### config.mk
export PLATFORM = sky130hd
export DESIGN_NAME = stream_find_replace
export DESIGN_NICKNAME = d
export VERILOG_FILES = /design/src/sfr_pkg.sv /design/src/sfr_window.sv /design/src/stream_find_replace.sv
export VERILOG_INCLUDE_DIRS = /design/src /design/src/src
export SDC_FILE = /design/constraint.sdc
export NUM_CORES = 1
export LEC_CHECK = 0
export BUFFER_PORTS_ARGS = -buffer_cell sky130_fd_sc_hd__buf_2
export CORE_MARGIN = 8
export CORE_UTILIZATION = 43
export CTS_CLUSTER_DIAMETER = 120
export DETAILED_ROUTE_END_ITERATION = 10
export PLACE_DENSITY_LB_ADDON = 0.2
export SLEW_MARGIN = 5
export SYNTH_ARGS = -nofsm -noshare
export SYNTH_HDL_FRONTEND = slang
export SYNTH_SLANG_ARGS = --single-unit
### constraint.sdc
create_clock -name clock -period 7.8 [get_ports clock]
set_clock_uncertainty 0.2 [all_clocks]
set_input_delay 1.56 -clock clock [delete_from_list [all_inputs] [get_ports clock]]
set_output_delay 1.56 -clock clock [all_outputs]
set_load 0.01 [all_outputs]
### src/assert_macros.svh
// Assertion macros used by the top level of the find-and-replace block.
`ifndef ASSERT_MACROS_SVH
`define ASSERT_MACROS_SVH

`ifndef SYNTHESIS

// Property must hold at every rising clock edge outside reset.
`define SFR_ASSERT(label, clk, rst, prop, msg) \
   label: assert property (@(posedge clk) disable iff (rst) prop) else $error(msg);

// Expression must never be true outside reset.
`define SFR_ASSERT_NEVER(label, clk, rst, expr, msg) \
   label: assert property (@(posedge clk) disable iff (rst) !(expr)) else $error(msg);

`else

`define SFR_ASSERT(label, clk, rst, prop, msg)
`define SFR_ASSERT_NEVER(label, clk, rst, expr, msg)

`endif

`endif

### src/sfr_pkg.sv
// Types and constants of the stream find-and-replace block.
`default_nettype none

package sfr_pkg;

   localparam int MAX_PATTERN     = 16;
   localparam int MAX_REPLACEMENT = 16;
   localparam int BYTE_W          = 8;
   localparam int LEN_W           = 5;   // holds 0..31, enough for lengths 0..16
   localparam int CSR_IDX_W       = 3;
   localparam int CSR_DATA_W      = 64;

   // Register map of the configuration port
   typedef enum logic [CSR_IDX_W-1:0] {
      CSR_PATTERN_LOW      = 3'd0,
      CSR_PATTERN_HIGH     = 3'd1,
      CSR_PATTERN_LENGTH   = 3'd2,
      CSR_REPLACEMENT_LOW  = 3'd3,
      CSR_REPLACEMENT_HIGH = 3'd4,
      CSR_REPLACEMENT_LEN  = 3'd5
   } csr_idx_type;

   typedef logic [MAX_PATTERN-1:0][BYTE_W-1:0] bytes_type;

   // Burst of result bytes produced by one input transaction
   typedef struct packed {
      bytes_type         bytes;
      logic [LEN_W-1:0]  count;
      logic              present;
      logic              eos;
   } burst_type;

endpackage

`default_nettype wire

### src/sfr_window.sv
// Match window: pending bytes, pattern compare and burst generation.
`default_nettype none

module sfr_window (
   input  wire logic                       clock,
   input  wire logic                       reset,
   input  wire logic                       accept,
   input  wire logic [sfr_pkg::BYTE_W-1:0] data_byte,
   input  wire logic                       final_byte,
   input  wire sfr_pkg::bytes_type         pattern,
   input  wire logic [sfr_pkg::LEN_W-1:0]  plen,
   input  wire sfr_pkg::bytes_type         replacement,
   input  wire logic [sfr_pkg::LEN_W-1:0]  rlen,
   input  wire logic                       clear_window,
   output sfr_pkg::burst_type              burst
);

   sfr_pkg::bytes_type              win_ff, win_in;
   logic [sfr_pkg::LEN_W-1:0]       fill_ff, fill_in;
   logic [sfr_pkg::LEN_W-1:0]       fill_eff;
   sfr_pkg::bytes_type              app;
   logic                            full;
   logic                            match;
   logic [sfr_pkg::LEN_W-1:0]       cnt;

   // Append the incoming byte behind the pending ones
   always_comb begin
      fill_eff = (fill_ff >= plen) ? '0 : fill_ff;
      for (int i = 0; i < sfr_pkg::MAX_PATTERN; i++) begin
         app[i] = (fill_eff == sfr_pkg::LEN_W'(i)) ? data_byte : win_ff[i];
      end
      full = ((fill_eff + sfr_pkg::LEN_W'(1)) == plen);
   end

   // Parallel compare over the bytes in use
   always_comb begin
      match = 1'b1;
      for (int i = 0; i < sfr_pkg::MAX_PATTERN; i++) begin
         if ((sfr_pkg::LEN_W'(i) < plen) && (app[i] != pattern[i])) begin
            match = 1'b0;
         end
      end
   end

   // Burst contents and next window state
   always_comb begin
      win_in  = app;
      fill_in = fill_eff + sfr_pkg::LEN_W'(1);
      cnt     = '0;
      burst.bytes = app;
      if (full && match) begin
         burst.bytes = replacement;
         cnt         = rlen;
         fill_in     = '0;
      end else if (full) begin
         // oldest byte leaves; on the final transaction the rest follows it
         cnt     = final_byte ? plen : sfr_pkg::LEN_W'(1);
         fill_in = plen - sfr_pkg::LEN_W'(1);
         for (int i = 0; i < sfr_pkg::MAX_PATTERN - 1; i++) begin
            win_in[i] = app[i+1];
         end
      end else if (final_byte) begin
         cnt = fill_eff + sfr_pkg::LEN_W'(1);
      end
      if (final_byte) begin
         fill_in = '0;
      end
      // empty end marker
      burst.present = !(final_byte && (cnt == '0));
      burst.count   = burst.present ? cnt : sfr_pkg::LEN_W'(1);
      burst.eos     = final_byte;
   end

   always_ff @(posedge clock) begin
      if (reset) begin
         fill_ff <= '0;
      end else if (clear_window) begin
         fill_ff <= '0;
      end else if (accept) begin
         fill_ff <= fill_in;
      end
      if (accept) begin
         win_ff <= win_in;
      end
   end

endmodule

`default_nettype wire

### src/stream_find_replace.sv
// Top level of the stream find-and-replace block.
//
// Usage: bytes enter on the req_ channel (valid/stall); each transaction carries one
// byte and a final flag. Rewritten bytes leave on the rsp_ channel, one per transaction,
// with byte_present and end_of_string. Pattern, replacement and their lengths are set
// through the csr_ write port (always ready) while the stream is idle; writing the
// pattern length discards any pending bytes.
// Latency: a result appears on rsp_ the cycle after the input transaction is taken.
// Throughput: one input byte per cycle while each byte yields at most one result and
// rsp_stall is low. A byte that yields more results (a replacement or the final flush)
// holds req_stall until its last result leaves the output burst register, which drains
// one byte per transaction. A new byte is taken in the same cycle the last one leaves.
// Reset (synchronous, active high) empties the window and the output burst and
// restores pattern length 1 and an empty replacement.
// When the receiver stalls, the current result holds and req_stall rises once the
// burst register is occupied.
`default_nettype none

`include "assert_macros.svh"

module stream_find_replace (
   input  wire logic                           clock,
   input  wire logic                           reset,
   // input byte channel
   input  wire logic                           req_valid,
   output logic                                req_stall,
   input  wire logic [sfr_pkg::BYTE_W-1:0]     req_data_byte,
   input  wire logic                           req_final_byte,
   // result channel
   output logic                                rsp_valid,
   input  wire logic                           rsp_stall,
   output logic [sfr_pkg::BYTE_W-1:0]          rsp_out_byte,
   output logic                                rsp_byte_present,
   output logic                                rsp_end_of_string,
   // configuration writes
   input  wire logic                           csr_valid,
   output logic                                csr_ready,
   input  wire logic [sfr_pkg::CSR_IDX_W-1:0]  csr_index,
   input  wire logic [sfr_pkg::CSR_DATA_W-1:0] csr_data
);

   logic [sfr_pkg::CSR_DATA_W-1:0] pat_lo_ff, pat_hi_ff, rep_lo_ff, rep_hi_ff;
   logic [sfr_pkg::LEN_W-1:0]      pat_len_ff, rep_len_ff;
   logic [sfr_pkg::LEN_W-1:0]      plen, rlen;
   logic                           csr_wr;
   logic                           clear_window;
   logic                           req_take, rsp_take;
   sfr_pkg::burst_type             burst;
   sfr_pkg::bytes_type             out_ff;
   logic [sfr_pkg::LEN_W-1:0]      cnt_ff;
   logic                           present_ff, eos_ff;

   // Configuration registers
   assign csr_ready    = 1'b1;
   assign csr_wr       = csr_valid && csr_ready;
   assign clear_window = csr_wr && (csr_index == sfr_pkg::CSR_PATTERN_LENGTH);

   always_ff @(posedge clock) begin
      if (reset) begin
         pat_lo_ff  <= '0;
         pat_hi_ff  <= '0;
         pat_len_ff <= sfr_pkg::LEN_W'(1);
         rep_lo_ff  <= '0;
         rep_hi_ff  <= '0;
         rep_len_ff <= '0;
      end else if (csr_wr) begin
         case (csr_index)
            sfr_pkg::CSR_PATTERN_LOW:      pat_lo_ff  <= csr_data;
            sfr_pkg::CSR_PATTERN_HIGH:     pat_hi_ff  <= csr_data;
            sfr_pkg::CSR_PATTERN_LENGTH:   pat_len_ff <= csr_data[sfr_pkg::LEN_W-1:0];
            sfr_pkg::CSR_REPLACEMENT_LOW:  rep_lo_ff  <= csr_data;
            sfr_pkg::CSR_REPLACEMENT_HIGH: rep_hi_ff  <= csr_data;
            sfr_pkg::CSR_REPLACEMENT_LEN:  rep_len_ff <= csr_data[sfr_pkg::LEN_W-1:0];
            default: ;
         endcase
      end
   end

   // Effective lengths: zero pattern acts as one, both clamp at sixteen
   always_comb begin
      if (pat_len_ff == '0) begin
         plen = sfr_pkg::LEN_W'(1);
      end else if (pat_len_ff > sfr_pkg::LEN_W'(sfr_pkg::MAX_PATTERN)) begin
         plen = sfr_pkg::LEN_W'(sfr_pkg::MAX_PATTERN);
      end else begin
         plen = pat_len_ff;
      end
      if (rep_len_ff > sfr_pkg::LEN_W'(sfr_pkg::MAX_REPLACEMENT)) begin
         rlen = sfr_pkg::LEN_W'(sfr_pkg::MAX_REPLACEMENT);
      end else begin
         rlen = rep_len_ff;
      end
   end

   // Handshakes: take a new byte once the burst is empty or its last byte leaves
   assign rsp_take  = rsp_valid && !rsp_stall;
   assign req_stall = !((cnt_ff == '0) ||
                        ((cnt_ff == sfr_pkg::LEN_W'(1)) && !rsp_stall));
   assign req_take  = req_valid && !req_stall;

   sfr_window u_window (
      .clock        (clock),
      .reset        (reset),
      .accept       (req_take),
      .data_byte    (req_data_byte),
      .final_byte   (req_final_byte),
      .pattern      ({pat_hi_ff, pat_lo_ff}),
      .plen         (plen),
      .replacement  ({rep_hi_ff, rep_lo_ff}),
      .rlen         (rlen),
      .clear_window (clear_window),
      .burst        (burst)
   );

   // Output burst register, drained one byte per transaction
   always_ff @(posedge clock) begin
      if (reset) begin
         cnt_ff <= '0;
      end else if (req_take) begin
         cnt_ff <= burst.count;
      end else if (rsp_take) begin
         cnt_ff <= cnt_ff - sfr_pkg::LEN_W'(1);
      end
      if (req_take) begin
         out_ff     <= burst.bytes;
         present_ff <= burst.present;
         eos_ff     <= burst.eos;
      end else if (rsp_take) begin
         for (int i = 0; i < sfr_pkg::MAX_PATTERN - 1; i++) begin
            out_ff[i] <= out_ff[i+1];
         end
      end
   end

   assign rsp_valid         = (cnt_ff != '0);
   assign rsp_out_byte      = present_ff ? out_ff[0] : '0;
   assign rsp_byte_present  = present_ff;
   assign rsp_end_of_string = eos_ff && (cnt_ff == sfr_pkg::LEN_W'(1));

   // Checks
   `SFR_ASSERT(a_take_drained, clock, reset, (req_valid && !req_stall) |-> (cnt_ff <= sfr_pkg::LEN_W'(1)), "byte taken while burst still pending")
   `SFR_ASSERT_NEVER(a_cnt_range, clock, reset, cnt_ff > sfr_pkg::LEN_W'(sfr_pkg::MAX_PATTERN), "burst count out of range")
   `SFR_ASSERT(a_empty_is_end, clock, reset, (rsp_valid && !rsp_byte_present) |-> rsp_end_of_string, "empty result not marked end")

endmodule

`default_nettype wire
==> results.md <==
* Seq/Total Area, Yosys at 0.494
* Final setup viols at 0
* Fin. Hold Viols at 0
* Critical Path Fanout Max at 18
* R2r setup slk at 0.54 ns
* Count of cell types in the netlist at 74
* Tot GR Track Use at 0.255
* Met3 Use GR at 0.0334
* PnR worst setup slack at about 0.54 ns
* PD cells at 317 mW/mm²
* Layout cell share with drive strength beyond 1 at 0.0954
* Hold Crit Endpoint: rep_hi_ff[44]$_SDFFE_PP0P_
* #FFs+latches synth at roughly 530
* Largest net degree at the start of global routing at between 150 and 200
* Final Instance Area at 0.0301 mm²
* FP Rows at around 90
* Synthesis-to-finish area growth at 11.9%
* Fin util at 0.488
* Drt via density at 5.83
* Most frequent CP cell: inv_1
* Clk Latency, worst-skew pair at around 0.63 ns
* Ys async rst share at 0
* Initial Util at 0.436
* Diode count at 0
* Rel. slew slack at 0.318
* Number of synthesized flops with an enable pin at roughly 260
* Clock Sinks at 534
* WS Path Type: register to register
* Top_reg_cell synth: dfxtp_1
* Num ports at 94
* Reg2reg start: pat_len_ff[4]$_SDFFE_PP0P_
* Initial DRC Count at 2200
* Sequential Area at 0.0133 mm²
* Core area at a little over 0.06 mm²
* DP Area at 0.0281 mm²
* Min-Delay Path Depth at 2
* Vias in the first global route at 21.7k
* Number of antenna violations at the first check in global routing at 2
* WL final at 93800 µm
* CP bufs+invs at 5
* Fill cell count at 5900
* Die ar. at 0.0708 mm²
* Critical path arrival at 7.39 ns
* Remaining DRCs at 0
* Htree depth at 2
* Synth Instances at 2927
* Setup TNS at 0 ns
* CTS Buf Count at 59
* Total of max-cap violations at 0
* Min-delay worst type: register to register
* Syn nets at 3022
* Finished Layout Cells at approximately 3.8k
* Worst Reg-to-Reg Cells at 26
* Final nets at 3043
* GRT overflow at 0
* Post-route clock period utilization at 0.931
* CTS Buffer Depth at 3
* Crit end category: register
* ANT nets after route at 0
* # hold bufs at CTS at 0
* Worst setup path startpoint: pat_len_ff[4]$_SDFFE_PP0P_
* M2 GR Usage at 0.423
* Fin crit period at a little over 7 ns
* GPL Wtd Cong at 0.954
* Clock Tree Root: clkbuf_16
* Footprint of the multi-input gates at 0.0124 mm²
* Synthesized cell area at 0.0269 mm²
* Dpl cells at around 3.7k
* Clock transition at path regs at around 0.060 ns
* DIE WIDTH at 266 µm
* Routed via count at 22.3k
* Pre-CTS setup slack at 0.562 ns
* GR peak layer: met2
* CTS tree: yes
* GR met1 Demand/Resource at 0.336
* Delay of the slowest critical-path stage at a little under 0.6 ns
* First-pass GRT wire length at 139000 µm
* DRT Pass-1 Iters at 6
* CP delay by family, top: compound AO/OA/AOI/OAI gates
* Unrepaired setup endpoints after global routing: false
* Number of port buffers at 92
* Worst VDD drop at 173 µV
* Static Leak at 10.9 nW
* Startpoint Class: register
* Reg2reg end: u_window.win_ff[70]$_DFFE_PP_
* Highest clock rate at 138 MHz
* Routed len/inst at 24.5 µm
* Status: completed
* Syn. warnings at 0
* Detailed Place HPWL at 62900 µm
* HP Start: rep_hi_ff[44]$_SDFFE_PP0P_
* CP required at 7.93 ns
* Die Span Y at between 200 and 300 µm
* Worst slew pin tran at 1.02 ns
* Synth Area per Inst at 9.18 µm²
* Final slew viol count at 0
* Worst path slowest cell: dfxtp_1
==> placed cells by master (no fill, tap or decap), types with 6 or more instances in the layout <==
cell type / n
xnor2_1: 73
nand2_1: 667
clkbuf_8: 14
nand2b_1: 8
xor2_1: 43
ha_1: 13
buf_4: 70
clkbuf_1: 20
o21ai_1: 6
o22ai_1: 27
and2_1: 132
o31ai_1: 121
o21ai_0: 23
a21oi_1: 307
nor3_1: 24
nor2_1: 197
dfxtp_1: 276
buf_2: 91
inv_1: 74
o221ai_1: 6
edfxtp_1: 258
mux2_2: 6
mux2i_1: 248
nand4_1: 25
a211oi_1: 6
clkbuf_16: 67
o211ai_1: 8
nor4_1: 12
a222oi_1: 9
nor2b_1: 20
nand3_1: 18
a221oi_1: 12
==> synthesized netlist by cell type, drive strengths merged, types with 8 or more instances <==
| cell | instances | area share |
|---|---|---|
| nand2 | 670 | 0.094 |
| a21oi | 309 | 0.058 |
| dfxtp | 276 | 0.21 |
| edfxtp | 258 | 0.29 |
| mux2i | 248 | 0.092 |
| nor2 | 197 | 0.028 |
| clkbuf | 135 | 0.019 |
| and2 | 134 | 0.031 |
| o31ai | 123 | 0.035 |
| inv | 76 | 0.011 |
| xnor2 | 73 | 0.024 |
| buf | 70 | 0.017 |
| xor2 | 43 | 0.014 |
| o21ai | 30 | 0.0060 |
| o22ai | 27 | 0.0063 |
| nand4 | 26 | 0.0063 |
| nor3 | 25 | 0.0048 |
| nand3 | 20 | 0.0037 |
| nor2b | 20 | 0.0047 |
| ha | 14 | 0.0065 |
| a221oi | 12 | 0.0039 |
| nor4 | 12 | 0.0028 |
| a222oi | 9 | 0.0034 |
| nand2b | 8 | 0.0019 |
| o211ai | 8 | 0.0022 |
==> worst min-delay path: cells and delay by family, from the launching register on <==
kind	cells	cell delay, ns
AND/OR/NAND/NOR	1	0.05
flip-flops	1	0.30
AO/OA/AOI/OAI	1	0.05
==> state kept, by name, summed over array words and instances, names as in the netlist <==
register	cells
cnt_ff	5
eos_ff	1
out_ff	128
pat_hi_ff	64
pat_len_ff	5
pat_lo_ff	64
rep_hi_ff	64
rep_len_ff	5
rep_lo_ff	64
rsp_byte_present	1
u_window.fill_ff	5
u_window.win_ff	128
==> cells by family after synthesis <==
group | count (synthesis) | share of synthesized area
fa+ha+maj | 14 | 0.00652
compound gates | 587 | 0.136
other cells | 1 | 0.000140
mux | 254 | 0.0949
simple gates | 1138 | 0.184
flops | 534 | 0.494
xor+xnor | 117 | 0.0386
buf+inv | 282 | 0.0461
==> repair_timing <==
item / CTS / global route
endpoints found under the hold margin: 0 / 0
gates resized for setup: 0 / 1
buffers inserted: 0 / 0
setup endpoints to repair: 0 / 127
==> final cells by class <==
class,count,area share
clock buffer,101,0.0644
clock inverter,9,0.00262
inverter,77,0.00986
multi-input combinational,2111,0.412
sequential,534,0.441
tap,837,0.0348
timing repair buffer,165,0.0351
==> how the worst max path moves through the flow <==
stage / end / slack, ns / depth (start not counted)
4_1_cts: u_window.win_ff[70]$_DFFE_PP_ / 0.56 / 26
5_1_grt: u_window.win_ff[26]$_DFFE_PP_ / 0.09 / 26
3_5_place_dp: u_window.win_ff[70]$_DFFE_PP_ / 0.56 / 26
2_1_floorplan: cnt_ff[0]$_SDFFE_PP0P_ / 1.99 / 8
3_3_place_gp: out_ff[116]$_DFFE_PP_ / 0.80 / 26
6_report: u_window.win_ff[70]$_DFFE_PP_ / 0.54 / 26
==> through the flow <==
stage	power, mW	hold WS [ns]
3_3_place_gp	6.62	0.243
3_5_place_dp	6.67	0.247
4_1_cts	9.55	0.254
2_1_floorplan	5.72	0.236
6_report	9.55	0.253
5_1_grt	9.88	0.273
==> routing by layer <==
metal / share of wire / routed length, µm
met5: 0.00014 / 13
met4: 0.041 / 3820
met3: 0.070 / 6530
met2: 0.47 / 44100
met1: 0.42 / 39300
==> where the power goes <==
part / internal, mW / switching, mW
registers: 3.87 / 0.337
logic: 0.813 / 1.63
clock network: 1.71 / 1.17
total: 6.40 / 3.14
Note: power is estimated with default switching activity, not from simulation.
